==> src/hdl/sha256mh_pkg.sv <==
package sha256mh_pkg;

  // One input word: an optional message byte and an end marker.
  typedef struct packed {
    logic [7:0] data_byte;
    logic       byte_present;
    logic       end_of_message;
  } in_word_t;

  // One output word: a digest word with its position.
  typedef struct packed {
    logic [31:0] digest_word;
    logic [2:0]  word_number;
    logic        last_word;
  } out_word_t;

  // Source of the byte shifted into the block buffer.
  typedef enum logic [1:0] {
    SEL_INPUT,
    SEL_PAD_MARK,
    SEL_ZERO,
    SEL_LENGTH
  } byte_sel_e;

  localparam logic [7:0] PAD_MARK = 8'h80;

  // Controller to datapath commands.
  typedef struct packed {
    logic      byte_shift;
    byte_sel_e byte_sel;
    logic [2:0] len_idx;
    logic      count_bits;
    logic      clear_bits;
    logic      load_vars;
    logic      round_en;
    logic [5:0] round_idx;
    logic      add_hash;
    logic      emit_shift;
    logic [2:0] emit_idx;
  } dp_cmd_t;

endpackage

==> src/hdl/sha256mh_dp.sv <==
module sha256mh_dp (
  input  logic                 clk_i,
  input  logic                 rst_ni,
  input  sha256mh_pkg::dp_cmd_t cmd_i,
  input  logic [7:0]           data_byte_i,
  output logic [31:0]          digest_word_o
);

  localparam logic [31:0] ROUND_K [64] = '{
    32'h428a2f98, 32'h71374491, 32'hb5c0fbcf, 32'he9b5dba5, 32'h3956c25b, 32'h59f111f1,
    32'h923f82a4, 32'hab1c5ed5, 32'hd807aa98, 32'h12835b01, 32'h243185be, 32'h550c7dc3,
    32'h72be5d74, 32'h80deb1fe, 32'h9bdc06a7, 32'hc19bf174, 32'he49b69c1, 32'hefbe4786,
    32'h0fc19dc6, 32'h240ca1cc, 32'h2de92c6f, 32'h4a7484aa, 32'h5cb0a9dc, 32'h76f988da,
    32'h983e5152, 32'ha831c66d, 32'hb00327c8, 32'hbf597fc7, 32'hc6e00bf3, 32'hd5a79147,
    32'h06ca6351, 32'h14292967, 32'h27b70a85, 32'h2e1b2138, 32'h4d2c6dfc, 32'h53380d13,
    32'h650a7354, 32'h766a0abb, 32'h81c2c92e, 32'h92722c85, 32'ha2bfe8a1, 32'ha81a664b,
    32'hc24b8b70, 32'hc76c51a3, 32'hd192e819, 32'hd6990624, 32'hf40e3585, 32'h106aa070,
    32'h19a4c116, 32'h1e376c08, 32'h2748774c, 32'h34b0bcb5, 32'h391c0cb3, 32'h4ed8aa4a,
    32'h5b9cca4f, 32'h682e6ff3, 32'h748f82ee, 32'h78a5636f, 32'h84c87814, 32'h8cc70208,
    32'h90befffa, 32'ha4506ceb, 32'hbef9a3f7, 32'hc67178f2
  };

  localparam logic [31:0] HASH_IV [8] = '{
    32'h6a09e667, 32'hbb67ae85, 32'h3c6ef372, 32'ha54ff53a,
    32'h510e527f, 32'h9b05688c, 32'h1f83d9ab, 32'h5be0cd19
  };

  function automatic logic [31:0] big_sigma0(input logic [31:0] x);
    return {x[1:0], x[31:2]} ^ {x[12:0], x[31:13]} ^ {x[21:0], x[31:22]};
  endfunction

  function automatic logic [31:0] big_sigma1(input logic [31:0] x);
    return {x[5:0], x[31:6]} ^ {x[10:0], x[31:11]} ^ {x[24:0], x[31:25]};
  endfunction

  function automatic logic [31:0] small_sigma0(input logic [31:0] x);
    return {x[6:0], x[31:7]} ^ {x[17:0], x[31:18]} ^ {3'b000, x[31:3]};
  endfunction

  function automatic logic [31:0] small_sigma1(input logic [31:0] x);
    return {x[16:0], x[31:17]} ^ {x[18:0], x[31:19]} ^ {10'b0, x[31:10]};
  endfunction

  // Block buffer and schedule window share one 512-bit shift line; word 0 at the top.
  logic [511:0] win_q;
  logic [511:0] win_d;
  logic [31:0]  vars_q [8];
  logic [31:0]  hash_q [8];
  logic [63:0]  bits_q;

  logic [7:0]  byte_in;
  logic [31:0] w0, w1, w9, w14, w_next;
  logic [31:0] a, b, c, e, f, g, h;
  logic [31:0] t1, t2;

  assign w0  = win_q[511:480];
  assign w1  = win_q[479:448];
  assign w9  = win_q[223:192];
  assign w14 = win_q[63:32];

  // Word sixteen rounds ahead of the one used now.
  assign w_next = small_sigma1(w14) + w9 + small_sigma0(w1) + w0;

  always_comb begin
    unique case (cmd_i.byte_sel)
      sha256mh_pkg::SEL_INPUT:    byte_in = data_byte_i;
      sha256mh_pkg::SEL_PAD_MARK: byte_in = sha256mh_pkg::PAD_MARK;
      sha256mh_pkg::SEL_ZERO:     byte_in = 8'h00;
      sha256mh_pkg::SEL_LENGTH:   byte_in = bits_q[{~cmd_i.len_idx, 3'b000} +: 8];
      default:                    byte_in = 8'h00;
    endcase
  end

  always_comb begin
    win_d = win_q;
    if (cmd_i.byte_shift) begin
      win_d = {win_q[503:0], byte_in};
    end else if (cmd_i.round_en) begin
      win_d = {win_q[479:0], w_next};
    end
  end

  assign a = vars_q[0];
  assign b = vars_q[1];
  assign c = vars_q[2];
  assign e = vars_q[4];
  assign f = vars_q[5];
  assign g = vars_q[6];
  assign h = vars_q[7];

  assign t1 = h + big_sigma1(e) + ((e & f) ^ (~e & g)) + ROUND_K[cmd_i.round_idx] + w0;
  assign t2 = big_sigma0(a) + ((a & b) ^ (a & c) ^ (b & c));

  always_ff @(posedge clk_i) begin
    win_q <= win_d;
    if (cmd_i.load_vars) begin
      for (int i = 0; i < 8; i++) vars_q[i] <= hash_q[i];
    end else if (cmd_i.round_en) begin
      vars_q[7] <= g;
      vars_q[6] <= f;
      vars_q[5] <= e;
      vars_q[4] <= vars_q[3] + t1;
      vars_q[3] <= c;
      vars_q[2] <= b;
      vars_q[1] <= a;
      vars_q[0] <= t1 + t2;
    end
  end

  always_ff @(posedge clk_i or negedge rst_ni) begin
    if (!rst_ni) begin
      for (int i = 0; i < 8; i++) hash_q[i] <= HASH_IV[i];
      bits_q <= '0;
    end else begin
      priority if (cmd_i.add_hash) begin
        for (int i = 0; i < 8; i++) hash_q[i] <= hash_q[i] + vars_q[i];
      end else if (cmd_i.emit_shift) begin
        // Shift the digest out and refill with the initial values behind it.
        for (int i = 0; i < 7; i++) hash_q[i] <= hash_q[i+1];
        hash_q[7] <= HASH_IV[cmd_i.emit_idx];
      end
      if (cmd_i.clear_bits) begin
        bits_q <= '0;
      end else if (cmd_i.count_bits) begin
        bits_q <= bits_q + 64'd8;
      end
    end
  end

  assign digest_word_o = hash_q[0];

endmodule

==> src/hdl/sha256mh_ctrl.sv <==
module sha256mh_ctrl (
  input  logic                  clk_i,
  input  logic                  rst_ni,
  input  logic                  in_valid_i,
  input  logic                  byte_present_i,
  input  logic                  end_of_message_i,
  output logic                  in_stall_o,
  output logic                  out_valid_o,
  input  logic                  out_stall_i,
  output logic [2:0]            word_number_o,
  output sha256mh_pkg::dp_cmd_t cmd_o
);

  typedef enum logic [2:0] {
    ST_IDLE,
    ST_LOAD,
    ST_ROUND,
    ST_ADD,
    ST_PAD,
    ST_EMIT
  } state_e;

  state_e     state_q, state_d;
  logic [5:0] fill_q, fill_d;
  logic [5:0] round_q, round_d;
  logic [2:0] word_q, word_d;
  logic       end_q, end_d;
  logic       pad_first_q, pad_first_d;
  logic       pad_wrap_q, pad_wrap_d;

  always_comb begin
    state_d     = state_q;
    fill_d      = fill_q;
    round_d     = round_q;
    word_d      = word_q;
    end_d       = end_q;
    pad_first_d = pad_first_q;
    pad_wrap_d  = pad_wrap_q;

    cmd_o            = '0;
    cmd_o.byte_sel   = sha256mh_pkg::SEL_INPUT;
    cmd_o.len_idx    = fill_q[2:0];
    cmd_o.round_idx  = round_q;
    cmd_o.emit_idx   = word_q;

    in_stall_o  = (state_q != ST_IDLE);
    out_valid_o = (state_q == ST_EMIT);

    unique case (state_q)
      ST_IDLE: begin
        if (in_valid_i) begin
          if (byte_present_i) begin
            cmd_o.byte_shift = 1'b1;
            cmd_o.count_bits = 1'b1;
            fill_d = fill_q + 6'd1;
          end
          if (byte_present_i && (&fill_q)) begin
            state_d     = ST_LOAD;
            end_d       = end_of_message_i;
            pad_first_d = 1'b1;
          end else if (end_of_message_i) begin
            state_d     = ST_PAD;
            end_d       = 1'b1;
            pad_first_d = 1'b1;
          end
        end
      end
      ST_PAD: begin
        cmd_o.byte_shift = 1'b1;
        priority if (pad_first_q) begin
          cmd_o.byte_sel = sha256mh_pkg::SEL_PAD_MARK;
        end else if ((fill_q[5:3] == 3'b111) && !pad_wrap_q) begin
          cmd_o.byte_sel = sha256mh_pkg::SEL_LENGTH;
        end else begin
          cmd_o.byte_sel = sha256mh_pkg::SEL_ZERO;
        end
        // Marker too late for the length: finish this block with zeros.
        if (pad_first_q && (fill_q[5:3] == 3'b111)) pad_wrap_d = 1'b1;
        pad_first_d = 1'b0;
        fill_d      = fill_q + 6'd1;
        if (&fill_q) state_d = ST_LOAD;
      end
      ST_LOAD: begin
        cmd_o.load_vars = 1'b1;
        round_d = '0;
        state_d = ST_ROUND;
      end
      ST_ROUND: begin
        cmd_o.round_en = 1'b1;
        round_d = round_q + 6'd1;
        if (&round_q) state_d = ST_ADD;
      end
      ST_ADD: begin
        cmd_o.add_hash = 1'b1;
        priority if (!end_q) begin
          state_d = ST_IDLE;
        end else if (pad_first_q) begin
          state_d = ST_PAD;
        end else if (pad_wrap_q) begin
          pad_wrap_d = 1'b0;
          state_d    = ST_PAD;
        end else begin
          word_d  = '0;
          state_d = ST_EMIT;
        end
      end
      ST_EMIT: begin
        if (!out_stall_i) begin
          cmd_o.emit_shift = 1'b1;
          word_d = word_q + 3'd1;
          if (&word_q) begin
            cmd_o.clear_bits = 1'b1;
            end_d   = 1'b0;
            state_d = ST_IDLE;
          end
        end
      end
      default: state_d = ST_IDLE;
    endcase
  end

  always_ff @(posedge clk_i or negedge rst_ni) begin
    if (!rst_ni) begin
      state_q     <= ST_IDLE;
      fill_q      <= '0;
      round_q     <= '0;
      word_q      <= '0;
      end_q       <= 1'b0;
      pad_first_q <= 1'b0;
      pad_wrap_q  <= 1'b0;
    end else begin
      state_q     <= state_d;
      fill_q      <= fill_d;
      round_q     <= round_d;
      word_q      <= word_d;
      end_q       <= end_d;
      pad_first_q <= pad_first_d;
      pad_wrap_q  <= pad_wrap_d;
    end
  end

  assign word_number_o = word_q;

endmodule

==> src/hdl/sha256_message_hasher_unit.sv <==
// SHA-256 hasher over a byte stream.
// Input channel: one word per handshake carries an optional message byte
// (byte_present) and an end-of-message flag; both may come in one word.
// Output channel: after each message, eight digest words in order, word 0
// first, each big-endian, word_number 0..7, last_word set on word 7.
// Flow: a word with no block completion is taken without a stall. The 64th
// byte of a block is followed by the compression (load, 64 rounds, hash add),
// done by the single round unit that runs one round per cycle.
// End of message: padding bytes go through the same byte path, one a cycle,
// until the block is full (64 minus the bytes it already holds), then the
// compression; when the length field does not fit, a second padding block and
// compression follow. The digest words follow, one per cycle while not stalled.
// in_stall_o is high whenever the block is busy compressing, padding or
// emitting; the next message may start right after the last digest word.
// When the receiver stalls, the current digest word holds and the block waits.
// Reset: hash returns to the initial values, byte and bit counts clear,
// no output is pending. Each digest also leaves the block in that state.
module sha256_message_hasher_unit (
  input  logic                    clk_i,
  input  logic                    rst_ni,
  input  logic                    in_valid_i,
  output logic                    in_stall_o,
  input  sha256mh_pkg::in_word_t  in_data_i,
  output logic                    out_valid_o,
  input  logic                    out_stall_i,
  output sha256mh_pkg::out_word_t out_data_o
);

  sha256mh_pkg::dp_cmd_t cmd;
  logic [31:0]           digest_word;
  logic [2:0]            word_number;

  // Sequence loading, padding, rounds and digest output.
  sha256mh_ctrl u_ctrl (
    .clk_i            (clk_i),
    .rst_ni           (rst_ni),
    .in_valid_i       (in_valid_i),
    .byte_present_i   (in_data_i.byte_present),
    .end_of_message_i (in_data_i.end_of_message),
    .in_stall_o       (in_stall_o),
    .out_valid_o      (out_valid_o),
    .out_stall_i      (out_stall_i),
    .word_number_o    (word_number),
    .cmd_o            (cmd)
  );

  // Hold the block buffer, schedule, working variables, hash words and bit count.
  sha256mh_dp u_dp (
    .clk_i         (clk_i),
    .rst_ni        (rst_ni),
    .cmd_i         (cmd),
    .data_byte_i   (in_data_i.data_byte),
    .digest_word_o (digest_word)
  );

  // Digest word comes straight from the head of the hash register line.
  assign out_data_o.digest_word = digest_word;
  assign out_data_o.word_number = word_number;
  assign out_data_o.last_word   = &word_number;

endmodule

==> config.mk <==
export PLATFORM = sky130hd
export DESIGN_NAME = sha256_message_hasher_unit
export DESIGN_NICKNAME = d
export VERILOG_FILES = /design/src/hdl/sha256mh_pkg.sv /design/src/hdl/sha256mh_dp.sv /design/src/hdl/sha256mh_ctrl.sv /design/src/hdl/sha256_message_hasher_unit.sv
export SDC_FILE = /design/constraint.sdc
export NUM_CORES = 2
export LEC_CHECK = 0
export ABC_AREA = 0
export BUFFER_PORTS_ARGS = -buffer_cell sky130_fd_sc_hd__buf_2
export CAP_MARGIN = 20
export CELL_PAD_IN_SITES_DETAIL_PLACEMENT = 0
export CELL_PAD_IN_SITES_GLOBAL_PLACEMENT = 1
export CORE_AREA = 2 2 485 438
export DETAILED_ROUTE_END_ITERATION = 12
export DIE_AREA = 0 0 487 440
export HOLD_SLACK_MARGIN = 0.12
export PLACE_DENSITY_LB_ADDON = 0.1
export SLEW_MARGIN = 20
export SYNTH_ARGS = -nofsm -noshare
export SYNTH_HDL_FRONTEND = slang
export SYNTH_HIERARCHICAL = 1
export SYNTH_SLANG_ARGS = --single-unit
==> constraint.sdc <==
create_clock -name clk_i -period 26.5 [get_ports clk_i]
set_clock_uncertainty 0.05 [all_clocks]
set_input_delay 3.975 -clock clk_i [delete_from_list [all_inputs] [get_ports clk_i]]
set_output_delay 3.975 -clock clk_i [all_outputs]
set_load 0.1 [all_outputs]
# Yosys cells after proc, flatten, opt, wreduce, memory -nomap -nowiden

Memories as Yosys holds them, arrays and structs flattened.
Index checks and enable logic that the tools add are counted.

Shift operators: 1
Equal/unequal tests: 20
Bitwise logic cells: 28
$add $sub $neg: 22
Reduce and logical (&&, ||, !) cells: 24
Magnitude comparators: 2
Multiplexer cells: 72

Operators with widths:

| cell                    | number |
|---|---|
| $mux W512               | 2 |
| $add A32 B32 Y32        | 18 |
| $mux W256               | 2 |
| $mux W32                | 12 |
| $xor A32 B32 Y32        | 9 |
| $and A32 B32 Y32        | 5 |
| $mux W64                | 2 |
| $add A64 B4 Y64 const B | 1 |
| $shiftx A64 B7 Y8       | 1 |
| $mux W3                 | 12 |
| $not A32 Y32            | 1 |
| $pmux W8 S4             | 1 |
| $xor A32 B22 Y32        | 1 |
| $xor A32 B29 Y32        | 1 |
| $mux W1                 | 29 |
| $pmux W6 S2             | 2 |
| $pmux W3 S6             | 1 |
| $reduce_and A6 Y1       | 3 |
| $reduce_bool A2 Y1      | 8 |
| $add A6 B1 Y6 const B   | 2 |
| $mux W6                 | 2 |
| $ne A2 B1 Y1 const B    | 5 |
| $ne A2 B2 Y1 const B    | 5 |
| $reduce_and A5 Y1       | 2 |
| 23 further kinds        | 42 |

Output and inout port bits: 38
Bits in registers: 853
RAM bits: 256
Bits in read-only memories: 2304
Memories: 3
Word-level logic and storage cells: 189

Memory list:

| name            | words | width | rd ports | clocked after Yosys merged registers in | write ports | line               | RTL |
|---|---|---|---|---|---|---|---|
| (no name shown) | 64    | 32    | 1        | 0                                       | 0           | sha256mh_dp.sv:91  | `assign t1 = h + big_sigma1(e) + ((e & f) ^ (~e & g)) + ROUND_K[cmd_i.round_idx] + w0;` |
| (no name shown) | 8     | 32    | 1        | 0                                       | 0           | sha256mh_dp.sv:120 | `hash_q[7] <= HASH_IV[cmd_i.emit_idx];` |
| u_dp.vars_q     | 8     | 32    | 8        | 0                                       | 8           | sha256mh_dp.sv:47  | `logic [31:0] vars_q [8];` |

# Depth between registers and ports, before layout

An unclocked memory read counts as a cell.

Word-level depth: 9
Depth in mapped cells: 38
Gate-level depth less buffers: 37

# By module

The synthesis kept the hierarchy.

Modules (own cells, without submodules):

| module                     | cells each | times used | area each (um2) |
|---|---|---|---|
| sha256mh_dp                | 7505       | 1          | 75756.4 |
| sha256mh_ctrl              | 130        | 1          | 1281.2 |
| sha256_message_hasher_unit | 1          | 1          | 6.3 |

# Worst setup path before layout

Ideal clock, no wire load.

Path type: input port to flip-flop
From: input in_valid_i
To: register u_dp.win_q[0] (enable)
Cell stages on the path: 6
Library setup time: 667 ps
Data arrival time: 11416 ps
Setup slack: 14368 ps
Path buffers: 3
Data required time: 25783 ps
Path through: a21oi_1 -> nor3_2 -> clkbuf_1 -> clkbuf_1 -> clkbuf_1 -> or2_2

RTL lines:

| item                 | line                             | RTL |
|---|---|---|
| from (decl)          | sha256_message_hasher_unit.sv:21 | `input logic in_valid_i,` |
| to (signal assigned) | sha256mh_dp.sv:95                | `win_q <= win_d;` |
| to (decl)            | sha256mh_dp.sv:45                | `logic [511:0] win_q;` |

==> flow_summary.yaml <==
critical_path:
  cpMaxStageDelayCell: "a211oi_1"
  crit_path_end_kind: "flip-flop"
  critPathArrivalTime_ns: 10.70
  crit-reg2reg-capture: "u_dp/vars_q[0][30]$_DFFE_PP_"
  critPathMaxFanout: 11
  ff2ff_setup_slack_ns: 16.27
  ff2ff_path_depth: 33
  timing.critical_path.from_type: "flip-flop"
  worst_path_largest_cell_delay_ns: 0.65
  regToRegStartpoint: "u_ctrl/round_q[0]$_DFFE_PN0N_"
  crit_type: "reg2reg"
  timing.critical_path.required_ns: 26.97
worst_hold_path:
  hold_depth: 1
  holdPathEnd: "u_ctrl/fill_q[4]$_DFFE_PN0P_"
  hold_start: "u_ctrl/fill_q[4]$_DFFE_PN0P_"
  hold_path_class: "reg2reg"
global_route:
  first_global_vias: 55000
  grt_usage_pct: 24.0
  antenna_found_initial: 17
  grt_first_pass_wirelength_um: 383000
  grt_start_max_net_pins: 209
  grt-ovfl-total: 0
sta:
  worst-slew-pin-transition_ns: 1.24
  fmax_ghz: 0.0977
  maxSlewViolCount: 0
  timing.final.hold_violations: 0
  timing.final.crit_period_ns: 10.23
  setup_viol: 0
  slew_headroom_pct: 16.2
  setup_total_negative_slack_ns: 0
  rsz0062_at_grt: "no"
  final_min_period_over_clock_period_pct: 38.6
route:
  drt_pre_antenna_iters: 6
  wirelength_um: 261000
  via_density_per_instance: 5.48
  drtAntennaViolNets: 0
  wl_per_cell_um: 25.1
  initialDrtViolationCount: 5211
  num_vias: 56900
  remaining_drc_errors: 0
die:
  floorplan.core_area_um2: 210000
  fp.dieW_um: 487
  initial_core_util_pct: 36.7
  row_count: 160
  dieHeight_um: 440
  die_footprint_um2: 214000
  pin_count: 52
clock_network:
  ctsLongestPathBuffers: 3
  post_cts_buffers: 0
  clock_tree.htree_level_count: 4
  worst_setup_hold_path_clk_slew_ns: 0.06
  clock-root-buffer: "clkbuf_16"
  clkLatencyLatePin_ns: 0.80
  ctsResizeCount: 0
  cts_tree: "built"
  cts_hold_buf: 0
  cts_sinks: 1106
  tritoncts.num_buffers: 141
synthesis:
  synth_cells: 7636
  synth_area_leader_cell: "edfxtp_1"
  synth_area_leaders: "edfxtp_1 (30%), mux2_2 (7.4%), dfrtp_1 (6.6%)"
  synth.net_count: 8244
  synth_top_flop_cell: "edfxtp_1"
  ys_async_sr_fraction_pct: 30.6
  post_synth_instance_area_um2: 77000
  synth_sequential_area_ratio_pct: 41.1
  ys_ff_latch: 1106
  netlist-cell-type-count: 99
  post_synth_edffs: 768
  area_share_of_the_largest_cell_type_after_synthesis_pct: 29.9
  yosys_warnings: 6
  postSynthAreaPerCell_um2: 10.1
placed_design:
  numPortBuffers: 51
  place_congestion: 0.920
  half_perimeter_wire_length_after_placement_um: 194000
layout:
  area_occupied_by_multi_input_gates_um2: 41900
  drive_gt1_share_pct: 13.8
  area_growth_syn_to_layout_pct: 9.64
  fillers: 20700
  finish.net_count: 8124
  seq_area_um2: 31700
status:
  status: "completed"
run:
  max-cap-violations: 0
## metal layers
layer	routed length, um	part of all wire (%)	global-route usage (%)
met5	10	0.0038	0
met4	4510	1.7	4.60
met3	16700	6.4	4.34
met2	105000	40	33.4
met1	134000	51	38.3
## how the worst max path moves through the flow
stage / startpoint / end / slack (ns) / depth (start not counted)
global placement: u_ctrl/round_q[2]$_DFFE_PN0N_ / u_dp/vars_q[0][30]$_DFFE_PP_ / 16.68 / 35
floorplan: in_valid_i / u_dp/win_q[0]$_DFFE_PP_ / 14.37 / 6
CTS: u_ctrl/round_q[0]$_DFFE_PN0N_ / u_dp/vars_q[0][30]$_DFFE_PP_ / 16.57 / 33
finish: u_ctrl/round_q[0]$_DFFE_PN0N_ / u_dp/vars_q[0][30]$_DFFE_PP_ / 16.27 / 33
global route: u_ctrl/round_q[3]$_DFFE_PN0N_ / u_dp/vars_q[0][30]$_DFFE_PP_ / 16.01 / 32
detailed placement: u_ctrl/round_q[0]$_DFFE_PN0N_ / u_dp/vars_q[0][30]$_DFFE_PP_ / 16.67 / 33
## flip-flops by register name (all words and copies together) (netlist names)
name / count
u_dp/vars_q: 256
u_dp/hash_q: 224
u_dp/win_q: 512
u_ctrl/pad_first_q: 1
u_ctrl/end_q: 1
u_ctrl/word_number_o: 3
u_ctrl/fill_q: 6
u_ctrl/round_q: 6
u_ctrl/pad_wrap_q: 1
u_ctrl/state_q: 3
u_dp/digest_word_o: 32
u_dp/bits_q: 61
## logic make-up after synthesis
| family | synth area share, % |
|---|---|
| and+or+nand+nor | 11.6 |
| AOI/OAI and AO/OA | 13.6 |
| DFF | 41.1 |
| buffers and inverters | 4.49 |
| muxes | 10.6 |
| xor gates and xnor gates | 7.02 |
| adders and majority gates | 11.6 |
## synth_stat cells (all sizes together) (10+ instances only)
library cell	instances
o21a	55
nand2	1085
nor3	80
mux2	504
o31ai	36
or2	11
a21oi	407
a21boi	11
o311ai	14
dfrtp	202
ha	399
o22ai	17
xor2	231
dfstp	136
mux4	18
or3	59
and2	23
inv	472
o211ai	43
nand4	33
edfxtp	768
nor2b	84
fa	195
o41ai	12
nand3	131
nand2b	74
buf	82
and4	11
mux2i	205
and3	42
clkbuf	320
a311oi	24
a211oi	87
o31a	10
a2111oi	12
a21o	187
a31oi	56
nand3b	12
xnor2	384
o21ai	584
nor2	331
o21bai	52
## worst max-delay path: cells and delay by family (launching register included)
family                     cells  cell delay, ns
AOI/OAI and AO/OA             12            3.58
adders and majority gates      7            2.80
and+or+nand+nor                6            1.82
buffers and inverters          6            0.84
xor gates and xnor gates       2            0.43
DFF                            1            0.39
## layout by cell type, fill, tap and decap left out, types with 40 or more instances in the layout
cell / Yosys / final
a211oi_1: 87 / 87
a21o_1: 187 / 187
a21oi_1: 407 / 407
a31oi_1: 56 / 56
and3_1: 42 / 42
buf_2: 1 / 50
buf_4: 41 / 80
clkbuf_1: 320 / 40
clkbuf_16: 0 / 146
dfrtp_1: 202 / 198
dfstp_2: 136 / 136
edfxtp_1: 768 / 768
fa_1: 195 / 195
ha_1: 399 / 399
inv_1: 471 / 469
mux2_2: 504 / 504
mux2i_1: 205 / 205
nand2_1: 1085 / 1085
nand2b_1: 74 / 73
nand3_1: 131 / 131
nor2_1: 330 / 330
nor2b_1: 84 / 83
nor3_1: 78 / 78
o211ai_1: 42 / 42
o21a_1: 55 / 55
o21ai_0: 584 / 582
o21bai_1: 52 / 52
or3_1: 59 / 59
xnor2_1: 384 / 384
xor2_1: 231 / 231
## cell type report
type	instances	area share [%]
antenna	2	0.00592
clock buffer	199	4.71
clock inverter	60	0.704
inverter	474	2.12
multi-input combinational	5654	49.7
sequential	1106	37.5
tap	2754	4.08
timing repair buffer	139	1.19
## metrics by stage
stage | utilization [%] | cells | setup WS (ns) | hold WS, ns | instance area, um2
2_1_floorplan | - | 7636 | 14.37 | 0.411 | 77000
3_3_place_gp | 38.0 | 10100 | 16.68 | 0.433 | 79900
3_5_place_dp | 38.0 | 10100 | 16.67 | 0.454 | 79900
4_1_cts | 40.2 | 10400 | 16.57 | 0.467 | 84400
5_1_grt | 40.2 | 10400 | 16.01 | 0.502 | 84500
6_report | 40.2 | 10400 | 16.27 | 0.470 | 84500
Power is left out: the tool's default activity adds up to more than one toggle a clock period on the data nets, which glitch-free logic cannot reach.
